## src/rtl/cfbms_pkg.sv

```systemverilog
// package: shared types, constants and the format weight table of the best-match selector
`default_nettype none

package cfbms_pkg;

    localparam int MAX_ENTRIES  = 256;
    localparam int COUNT_W      = $clog2(MAX_ENTRIES + 1);
    localparam int INDEX_W      = 8;
    localparam int FORMAT_COUNT = 18;

    typedef logic signed [4:0] weight_t;

    localparam weight_t WEIGHT_NONE = -5'sd1;

    // per-format priority, negative means the format never qualifies
    localparam weight_t WEIGHT_TABLE [FORMAT_COUNT] = '{
        5'sd1,  5'sd15, 5'sd15, 5'sd15, 5'sd12, 5'sd12, -5'sd1, -5'sd1, 5'sd13,
        5'sd13, 5'sd13, 5'sd13, 5'sd5,  -5'sd1, 5'sd10, 5'sd10, 5'sd10, 5'sd9
    };

    typedef enum logic [7:0] {
        CFG_REQ_WIDTH        = 8'd0,
        CFG_REQ_HEIGHT       = 8'd1,
        CFG_REQ_INTERVAL     = 8'd2,
        CFG_PREFERRED_FORMAT = 8'd3
    } cfg_reg_t;

    localparam logic signed [5:0] PREF_NONE = -6'sd1;

    typedef struct packed {
        logic [15:0]       req_width;
        logic [15:0]       req_height;
        logic [31:0]       req_interval;
        logic signed [5:0] preferred_format;
    } cfg_t;

    typedef struct packed {
        logic [15:0] min_width;
        logic [15:0] max_width;
        logic [15:0] min_height;
        logic [15:0] max_height;
        logic [31:0] min_interval;
        logic [31:0] max_interval;
        logic [4:0]  format_code;
        logic        last_entry;
    } entry_t;

    typedef struct packed {
        logic               found;
        logic [INDEX_W-1:0] best_index;
        logic [31:0]        best_interval;
    } result_t;

    typedef struct packed {
        logic step;
        logic last;
    } scan_ctl_t;

    function automatic weight_t format_weight(input logic [4:0] code);
        weight_t w;
        w = WEIGHT_NONE;
        if (code < 5'(FORMAT_COUNT))
        begin
            w = WEIGHT_TABLE[code];
        end
        return w;
    endfunction

endpackage

`default_nettype wire

```

## src/rtl/capture_format_best_match_selector_unit.sv

```systemverilog
// top level: capture format best-match selector with config registers and result register
//
//  channel  direction  handshake            payload
//  in       input      in_valid / in_stall  min/max width, height, interval, format_code, last_entry
//  out      output     out_valid / out_stall found, best_index, best_interval
//  cfg      input      cfg_valid / cfg_ready cfg_index, cfg_data
//
// one entry per cycle, unless a last entry is held back by a stall on out; a result
// is presented after its last entry is taken: the entry sits in the entry register, then
// the result register captures the outcome and out_valid rises
// the entry register feeds the scan logic directly, the running best lives there
// reset clears config to defaults (no preferred format) and the scan state
// stall on out only holds back an entry marked last; other entries keep flowing
// cfg_ready is always high, a write lands in the config registers at the next clock edge
`default_nettype none

module capture_format_best_match_selector_unit
    import cfbms_pkg::*;
(
    input  wire logic               clk,
    input  wire logic               rst_n,

    input  wire logic               in_valid,
    output logic                    in_stall,
    input  wire logic [15:0]        min_width,
    input  wire logic [15:0]        max_width,
    input  wire logic [15:0]        min_height,
    input  wire logic [15:0]        max_height,
    input  wire logic [31:0]        min_interval,
    input  wire logic [31:0]        max_interval,
    input  wire logic [4:0]         format_code,
    input  wire logic               last_entry,

    output logic                    out_valid,
    input  wire logic               out_stall,
    output logic                    found,
    output logic [INDEX_W-1:0]      best_index,
    output logic [31:0]             best_interval,

    input  wire logic               cfg_valid,
    output logic                    cfg_ready,
    input  wire logic [7:0]         cfg_index,
    input  wire logic [31:0]        cfg_data
);

    // configuration registers
    cfg_t      cfg_reg, cfg_next;

    // entry register in front of the scan logic
    entry_t    entry_reg;
    logic      entry_valid_reg, entry_valid_next;

    // result register toward the out channel
    result_t   res_reg;
    logic      out_valid_reg, out_valid_next;

    logic      in_accept;
    logic      out_free;
    logic      entry_adv;
    logic      res_load;
    scan_ctl_t scan_ctl;
    result_t   scan_result;

    assign cfg_ready = 1'b1;

    // config write decode, unknown indexes are dropped
    always_comb
    begin
        cfg_next = cfg_reg;
        if (cfg_valid && cfg_ready)
        begin
            unique case (cfg_index)
                CFG_REQ_WIDTH:        cfg_next.req_width        = cfg_data[15:0];
                CFG_REQ_HEIGHT:       cfg_next.req_height       = cfg_data[15:0];
                CFG_REQ_INTERVAL:     cfg_next.req_interval     = cfg_data;
                CFG_PREFERRED_FORMAT: cfg_next.preferred_format = $signed(cfg_data[5:0]);
                default:              cfg_next = cfg_reg;
            endcase
        end
    end

    always_ff @(posedge clk or negedge rst_n)
    begin
        if (!rst_n)
        begin
            cfg_reg.req_width        <= '0;
            cfg_reg.req_height       <= '0;
            cfg_reg.req_interval     <= '0;
            cfg_reg.preferred_format <= PREF_NONE;
        end
        else
        begin
            cfg_reg <= cfg_next;
        end
    end

    // handshake: a last entry moves on only when the result register can take it
    always_comb
    begin
        out_free  = !out_valid_reg || !out_stall;
        entry_adv = entry_valid_reg && (!entry_reg.last_entry || out_free);
        in_stall  = entry_valid_reg && !entry_adv;
        in_accept = in_valid && !in_stall;
        res_load  = entry_adv && entry_reg.last_entry;

        entry_valid_next = in_accept ? 1'b1 : (entry_adv ? 1'b0 : entry_valid_reg);

        if (res_load)
        begin
            out_valid_next = 1'b1;
        end
        else if (!out_stall)
        begin
            out_valid_next = 1'b0;
        end
        else
        begin
            out_valid_next = out_valid_reg;
        end

        scan_ctl.step = entry_adv;
        scan_ctl.last = entry_reg.last_entry;
    end

    always_ff @(posedge clk or negedge rst_n)
    begin
        if (!rst_n)
        begin
            entry_valid_reg <= 1'b0;
            out_valid_reg   <= 1'b0;
        end
        else
        begin
            entry_valid_reg <= entry_valid_next;
            out_valid_reg   <= out_valid_next;
        end
    end

    // payload registers, no reset needed
    always_ff @(posedge clk)
    begin
        if (in_accept)
        begin
            entry_reg.min_width    <= min_width;
            entry_reg.max_width    <= max_width;
            entry_reg.min_height   <= min_height;
            entry_reg.max_height   <= max_height;
            entry_reg.min_interval <= min_interval;
            entry_reg.max_interval <= max_interval;
            entry_reg.format_code  <= format_code;
            entry_reg.last_entry   <= last_entry;
        end
        if (res_load)
        begin
            res_reg <= scan_result;
        end
    end

    cfbms_scan u_scan (
        .clk    (clk),
        .rst_n  (rst_n),
        .cfg    (cfg_reg),
        .entry  (entry_reg),
        .ctl    (scan_ctl),
        .result (scan_result)
    );

    assign out_valid     = out_valid_reg;
    assign found         = res_reg.found;
    assign best_index    = res_reg.best_index;
    assign best_interval = res_reg.best_interval;

    // an empty result carries zero index and interval
    assert property (@(posedge clk) disable iff (!rst_n)
        out_valid && !found |-> (best_index == '0) && (best_interval == '0))
        else $error("empty result with nonzero payload");

    // input is only held back by a waiting entry
    assert property (@(posedge clk) disable iff (!rst_n)
        in_stall |-> entry_valid_reg && entry_reg.last_entry && out_valid_reg)
        else $error("input stalled without a blocked last entry");

    // a last entry that moves on shows up as a result next cycle
    assert property (@(posedge clk) disable iff (!rst_n)
        res_load |=> out_valid)
        else $error("last entry produced no result");

endmodule

`default_nettype wire

```

## src/rtl/cfbms_scan.sv

```systemverilog
// module: per-entry qualification, interval clamp and running best-match state
`default_nettype none

module cfbms_scan
    import cfbms_pkg::*;
(
    input  wire logic      clk,
    input  wire logic      rst_n,
    input  wire cfg_t      cfg,
    input  wire entry_t    entry,
    input  wire scan_ctl_t ctl,
    output result_t        result
);

    logic [COUNT_W-1:0] count_reg,     count_next;
    logic               have_best_reg, have_best_next;
    weight_t            best_pri_reg,  best_pri_next;
    logic [31:0]        best_diff_reg, best_diff_next;
    logic [31:0]        best_ivl_reg,  best_ivl_next;
    logic [INDEX_W-1:0] best_pos_reg,  best_pos_next;

    weight_t            weight;
    logic               size_ok;
    logic               in_window;
    logic [31:0]        clamped;
    logic [31:0]        diff;
    logic               pref_none;
    logic               fmt_match;
    logic               better;

    logic               upd_have;
    weight_t            upd_pri;
    logic [31:0]        upd_diff;
    logic [31:0]        upd_ivl;
    logic [INDEX_W-1:0] upd_pos;

    always_comb
    begin
        weight  = format_weight(entry.format_code);
        size_ok = (entry.min_width  <= cfg.req_width)  && (entry.max_width  >= cfg.req_width) &&
                  (entry.min_height <= cfg.req_height) && (entry.max_height >= cfg.req_height);
        in_window = count_reg < COUNT_W'(MAX_ENTRIES);

        // clamp order kept as is, also for an inverted range
        if (cfg.req_interval > entry.max_interval)
        begin
            clamped = entry.max_interval;
        end
        else if (cfg.req_interval < entry.min_interval)
        begin
            clamped = entry.min_interval;
        end
        else
        begin
            clamped = cfg.req_interval;
        end

        diff = (clamped >= cfg.req_interval) ? (clamped - cfg.req_interval)
                                             : (cfg.req_interval - clamped);

        pref_none = cfg.preferred_format == PREF_NONE;
        fmt_match = !cfg.preferred_format[5] &&
                    (cfg.preferred_format[4:0] == entry.format_code);

        better = in_window && size_ok && !weight[4] && !(diff > best_diff_reg) &&
                 (pref_none ? ((weight > best_pri_reg) || !have_best_reg ||
                               (diff < best_diff_reg))
                            : fmt_match);

        upd_have = have_best_reg;
        upd_pri  = best_pri_reg;
        upd_diff = best_diff_reg;
        upd_ivl  = best_ivl_reg;
        upd_pos  = best_pos_reg;
        if (better)
        begin
            upd_have = 1'b1;
            upd_pri  = weight;
            upd_diff = diff;
            upd_ivl  = clamped;
            upd_pos  = count_reg[INDEX_W-1:0];
        end

        result.found         = upd_have;
        result.best_index    = upd_have ? upd_pos : '0;
        result.best_interval = upd_have ? upd_ivl : '0;

        count_next     = count_reg;
        have_best_next = have_best_reg;
        best_pri_next  = best_pri_reg;
        best_diff_next = best_diff_reg;
        best_ivl_next  = best_ivl_reg;
        best_pos_next  = best_pos_reg;
        if (ctl.step)
        begin
            if (ctl.last)
            begin
                count_next     = '0;
                have_best_next = 1'b0;
                best_pri_next  = WEIGHT_NONE;
                best_diff_next = '1;
                best_ivl_next  = '0;
                best_pos_next  = '0;
            end
            else
            begin
                count_next     = in_window ? (count_reg + COUNT_W'(1)) : count_reg;
                have_best_next = upd_have;
                best_pri_next  = upd_pri;
                best_diff_next = upd_diff;
                best_ivl_next  = upd_ivl;
                best_pos_next  = upd_pos;
            end
        end
    end

    always_ff @(posedge clk or negedge rst_n)
    begin
        if (!rst_n)
        begin
            count_reg     <= '0;
            have_best_reg <= 1'b0;
            best_pri_reg  <= WEIGHT_NONE;
            best_diff_reg <= '1;
            best_ivl_reg  <= '0;
            best_pos_reg  <= '0;
        end
        else
        begin
            count_reg     <= count_next;
            have_best_reg <= have_best_next;
            best_pri_reg  <= best_pri_next;
            best_diff_reg <= best_diff_next;
            best_ivl_reg  <= best_ivl_next;
            best_pos_reg  <= best_pos_next;
        end
    end

endmodule

`default_nettype wire

```

## config.mk

```make
export PLATFORM = sky130hd
export DESIGN_NAME = capture_format_best_match_selector_unit
export DESIGN_NICKNAME = d
export VERILOG_FILES = /design/src/rtl/cfbms_pkg.sv /design/src/rtl/capture_format_best_match_selector_unit.sv /design/src/rtl/cfbms_scan.sv
export SDC_FILE = /design/constraint.sdc
export NUM_CORES = 1
export LEC_CHECK = 0
export BUFFER_PORTS_ARGS = -buffer_cell sky130_fd_sc_hd__clkbuf_2
export CORE_AREA = 8 8 224 226
export CTS_CLUSTER_SIZE = 8
export DETAILED_ROUTE_END_ITERATION = 6
export DIE_AREA = 0 0 232 234
export GPL_ROUTABILITY_DRIVEN = 1
export PLACE_DENSITY = 0.69
export SETUP_SLACK_MARGIN = 0.1
export SLEW_MARGIN = 25
export SYNTH_ARGS = -nofsm -noshare
export SYNTH_HDL_FRONTEND = slang
export SYNTH_HIERARCHICAL = 1
export SYNTH_SLANG_ARGS = --single-unit
```

## constraint.sdc

```tcl
create_clock -name clk -period 7.9 [get_ports clk]
set_input_delay 1.185 -clock clk [delete_from_list [all_inputs] [get_ports clk]]
set_output_delay 1.185 -clock clk [all_outputs]
set_load 0.02 [all_outputs]
```

==> flow_metrics.tcl <==
set metrics [dict create \
    drive_gt1_frac 0.340 \
    synth_edf_count 175 \
    wl_per_cell_um 19.7 \
    ioPinCount 223 \
    hp-class "flop to flop" \
    area_delta_synth_final_pct 29.2 \
    setup_viol 0 \
    finalNetCount 2809 \
    maxCapViolations 0 \
    syn_nets 2336 \
    clock-sinks 334 \
    overflow 0 \
    regArea_um2 9290 \
    p_per_area_nw_per_um2 188 \
    syn_avg_cell_area_um2 10.7 \
    synth_cells 1927 \
    hold_viol 0 \
    endpoint_kind "flop" \
    port_buffers 221 \
    rows 80 \
    grt_max_degree 71 \
    r2r_slack_ns 0.24 \
    cts_tree "built" \
    finalInstanceArea_um2 26700 \
    die-area_um2 54300 \
    core_um2 46800 \
    die_x_um 232 \
    fin_cells 3053 \
    largest_register_ffs 134 \
    cts_buffer_depth 3 \
    fin_crit_ns 7.66 \
    rsz0062_at_grt "yes" \
    die_height_um 234 \
    peakVddDrop_v 0.000177 \
    clk_latency_ns 0.59 \
    path_clk_slew_ns 0.05 \
    hpwlAfterDp_um 44400 \
    crit_type "flop to flop" \
    dp_worst_setup_slack_ns -0.993 \
    synth_cell_types 92 \
    skew_ns 0.0353 \
    routabilityCongestion 0.894 \
    vias 16600 \
    tightest_slew_ns 0.992 \
    grt_pass1_vias 17200 \
    status "complete, no violations" \
    syn_area_um2 20700 \
    r2r_cells 37 \
    critPathRequiredTime_ns 8.20 \
    cp-endpoint "best_interval[15]" \
    via_per_inst 5.44 \
    worst_slack_ns 0.238 \
    placed_cells 2924 \
    synth-warning-count 6 \
    synthFlopType "edfxtp_1" \
    drt_first_pass_iters 5 \
    ant_nets 0 \
    fin_tns_setup_ns 0 \
    cp_max_fo 9 \
    first_iter_violations 1130 \
    cp-startpoint "entry_reg[39]" \
    postSynth.asyncResetShare 0.476 \
    whs_path_depth 2 \
    synth-seq-cells 334 \
    timing.rr.end "best_interval[15]" \
    slew_headroom 0.338 \
    r2r-start "entry_reg[39]" \
    grt_pass1_wl_um 92000 \
    holdWs_ns 0.479 \
    cts_max_level 2 \
    max_stage_delay_ns 0.41 \
    p_leak_nw 12.6 \
    cp_slowest_cell "or3_4" \
    clockRootBuffer "clkbuf_16" \
    postPlaceCellArea_um2 24000 \
    start_util 0.442 \
    synth-seq-area-share 0.449 \
    max_freq_mhz 131 \
    final_max_slew_viol_count 0 \
    cts_made_buffers 47 \
    antennaDiodeCount 0 \
    drc 0 \
    arrival_ns 7.97 \
    multi_input_area_um2 11000 \
    grt_use_total 0.212 \
    routed_wl_um 60200 \
    antenna_found_initial 0 \
    fillers 3897 \
    min_period_over_period 0.970 \
    critPathLaunchType "flop" \
]
-- area by class of cell --
| type | count | area share |
|---|---|---|
| Timing Repair Buffer | 508 | 0.132 |
| Inverter | 210 | 0.0295 |
| Sequential cell | 334 | 0.348 |
| Clock buffer | 84 | 0.0492 |
| Clock inverter | 3 | 0.00286 |
| Multi-Input combinational cell | 1299 | 0.410 |
| Tap cell | 615 | 0.0288 |
-- per-layer routing --
layer / track usage / up-vias / share of wire
met1: 0.278 / 8061 / 0.43
li1: - / 7942 / -
met2: 0.352 / 503 / 0.48
met5: 0 / - / 0
met4: 0.0698 / 0 / 0.030
met3: 0.0392 / 107 / 0.056
-- how the worst min path moves through the flow --
stage | startpoint | endpoint | slack [ns]
global placement | u_scan/best_ivl_reg[27] | u_scan/best_ivl_reg[27] | 0.46
finish | u_scan/best_diff_reg[31] | u_scan/best_diff_reg[31] | 0.48
global route | u_scan/best_diff_reg[29] | u_scan/best_diff_reg[29] | 0.49
detailed placement | u_scan/best_ivl_reg[18] | u_scan/best_ivl_reg[18] | 0.47
CTS | u_scan/best_diff_reg[28] | u_scan/best_diff_reg[28] | 0.48
floorplan | u_scan/best_ivl_reg[10] | u_scan/best_ivl_reg[10] | 0.45
-- power by group --
part	switching (mW)	internal, mW	leakage, nW
sequential	0.0683	1.99	3.75
clock	0.768	1.12	0.653
combinational	0.578	0.503	8.20
total	1.41	3.61	12.6
-- worst max-delay path: cells and delay by family, from the launching register on --
kind                       cells  cell delay (ns)
DFF                            1             0.39
AOI/OAI and AO/OA             15             2.69
adders and majority gates      3             0.69
buffers and inverters          7             1.05
muxes                          2             0.35
and+or+nand+nor                9             1.82
xor gates and xnor gates       1             0.36
-- cells by family (layout without fill, tap and decap cells) --
family | after synthesis | in the layout | synth area share
compound gates | 494 | 494 | 0.155
simple gates | 387 | 387 | 0.0936
flops | 334 | 334 | 0.449
buf+inv | 294 | 805 | 0.0619
fa+ha+maj | 230 | 230 | 0.140
mux | 148 | 148 | 0.0835
xor+xnor | 39 | 39 | 0.0169
other cells | 1 | 1 | 0.000181
-- cells in the mapped netlist (all sizes together) (10+ instances only) --
| library cell | instances | area, um^2 |
|---|---|---|
| buf | 44 | 343 |
| clkbuf | 40 | 150 |
| nand2b | 15 | 93.8 |
| o31a | 20 | 175 |
| nor3 | 16 | 85.1 |
| nand4 | 41 | 257 |
| xor2 | 17 | 149 |
| a21oi | 140 | 719 |
| nand3 | 26 | 130 |
| mux2 | 74 | 987 |
| nor2 | 80 | 300 |
| xnor2 | 22 | 200 |
| a21o | 46 | 345 |
| a22oi | 10 | 75.1 |
| nor2b | 18 | 113 |
| and2 | 10 | 62.6 |
| edfxtp | 175 | 5260 |
| inv | 209 | 785 |
| ha | 228 | 2850 |
| a31oi | 27 | 169 |
| dfrtp | 116 | 2900 |
| o21a | 10 | 75.1 |
| a211oi | 17 | 133 |
| dfstp | 43 | 1130 |
| nand2 | 134 | 505 |
| mux2i | 74 | 741 |
| o21ai | 133 | 669 |
-- layout by cell type (no fill, tap or decap), types with 16 or more instances in the layout --
cell / Yosys / layout
buf_4: 3 / 259
clkbuf_2: 0 / 220
ha_1: 228 / 210
inv_1: 209 / 205
edfxtp_1: 175 / 175
a21oi_1: 135 / 121
nand2_1: 133 / 117
dfrtp_1: 116 / 115
o21ai_0: 116 / 93
nor2_1: 80 / 75
clkbuf_16: 0 / 51
mux2i_1: 74 / 51
a21o_1: 46 / 46
dfstp_2: 43 / 43
mux2_4: 41 / 42
nand4_1: 41 / 41
clkbuf_1: 40 / 37
mux2_2: 33 / 32
o21ai_1: 16 / 31
nand3_1: 26 / 25
a31oi_1: 27 / 22
xnor2_1: 21 / 20
o31a_1: 20 / 20
a21oi_2: 5 / 18
nor2b_1: 18 / 16
xor2_1: 17 / 16
-- repair_timing --
item	in CTS	in global routing
buffers inserted	14	22
hold buffers	0	0
setup endpoints to repair	119	119
endpoints found under the hold margin	0	0
resized for setup	40	152
gates cloned	1	5
pin swaps	20	46
-- through the flow --
| stage | power [mW] | utilization |
|---|---|---|
| after global routing | 5.26 | 0.570 |
| final | 5.03 | 0.570 |
| after CTS | 4.99 | 0.549 |
| after global placement | 3.02 | 0.513 |
| after floorplan | 2.65 | - |
| after detailed placement | 3.06 | 0.513 |
Note: power is estimated with default switching activity, not from simulation.
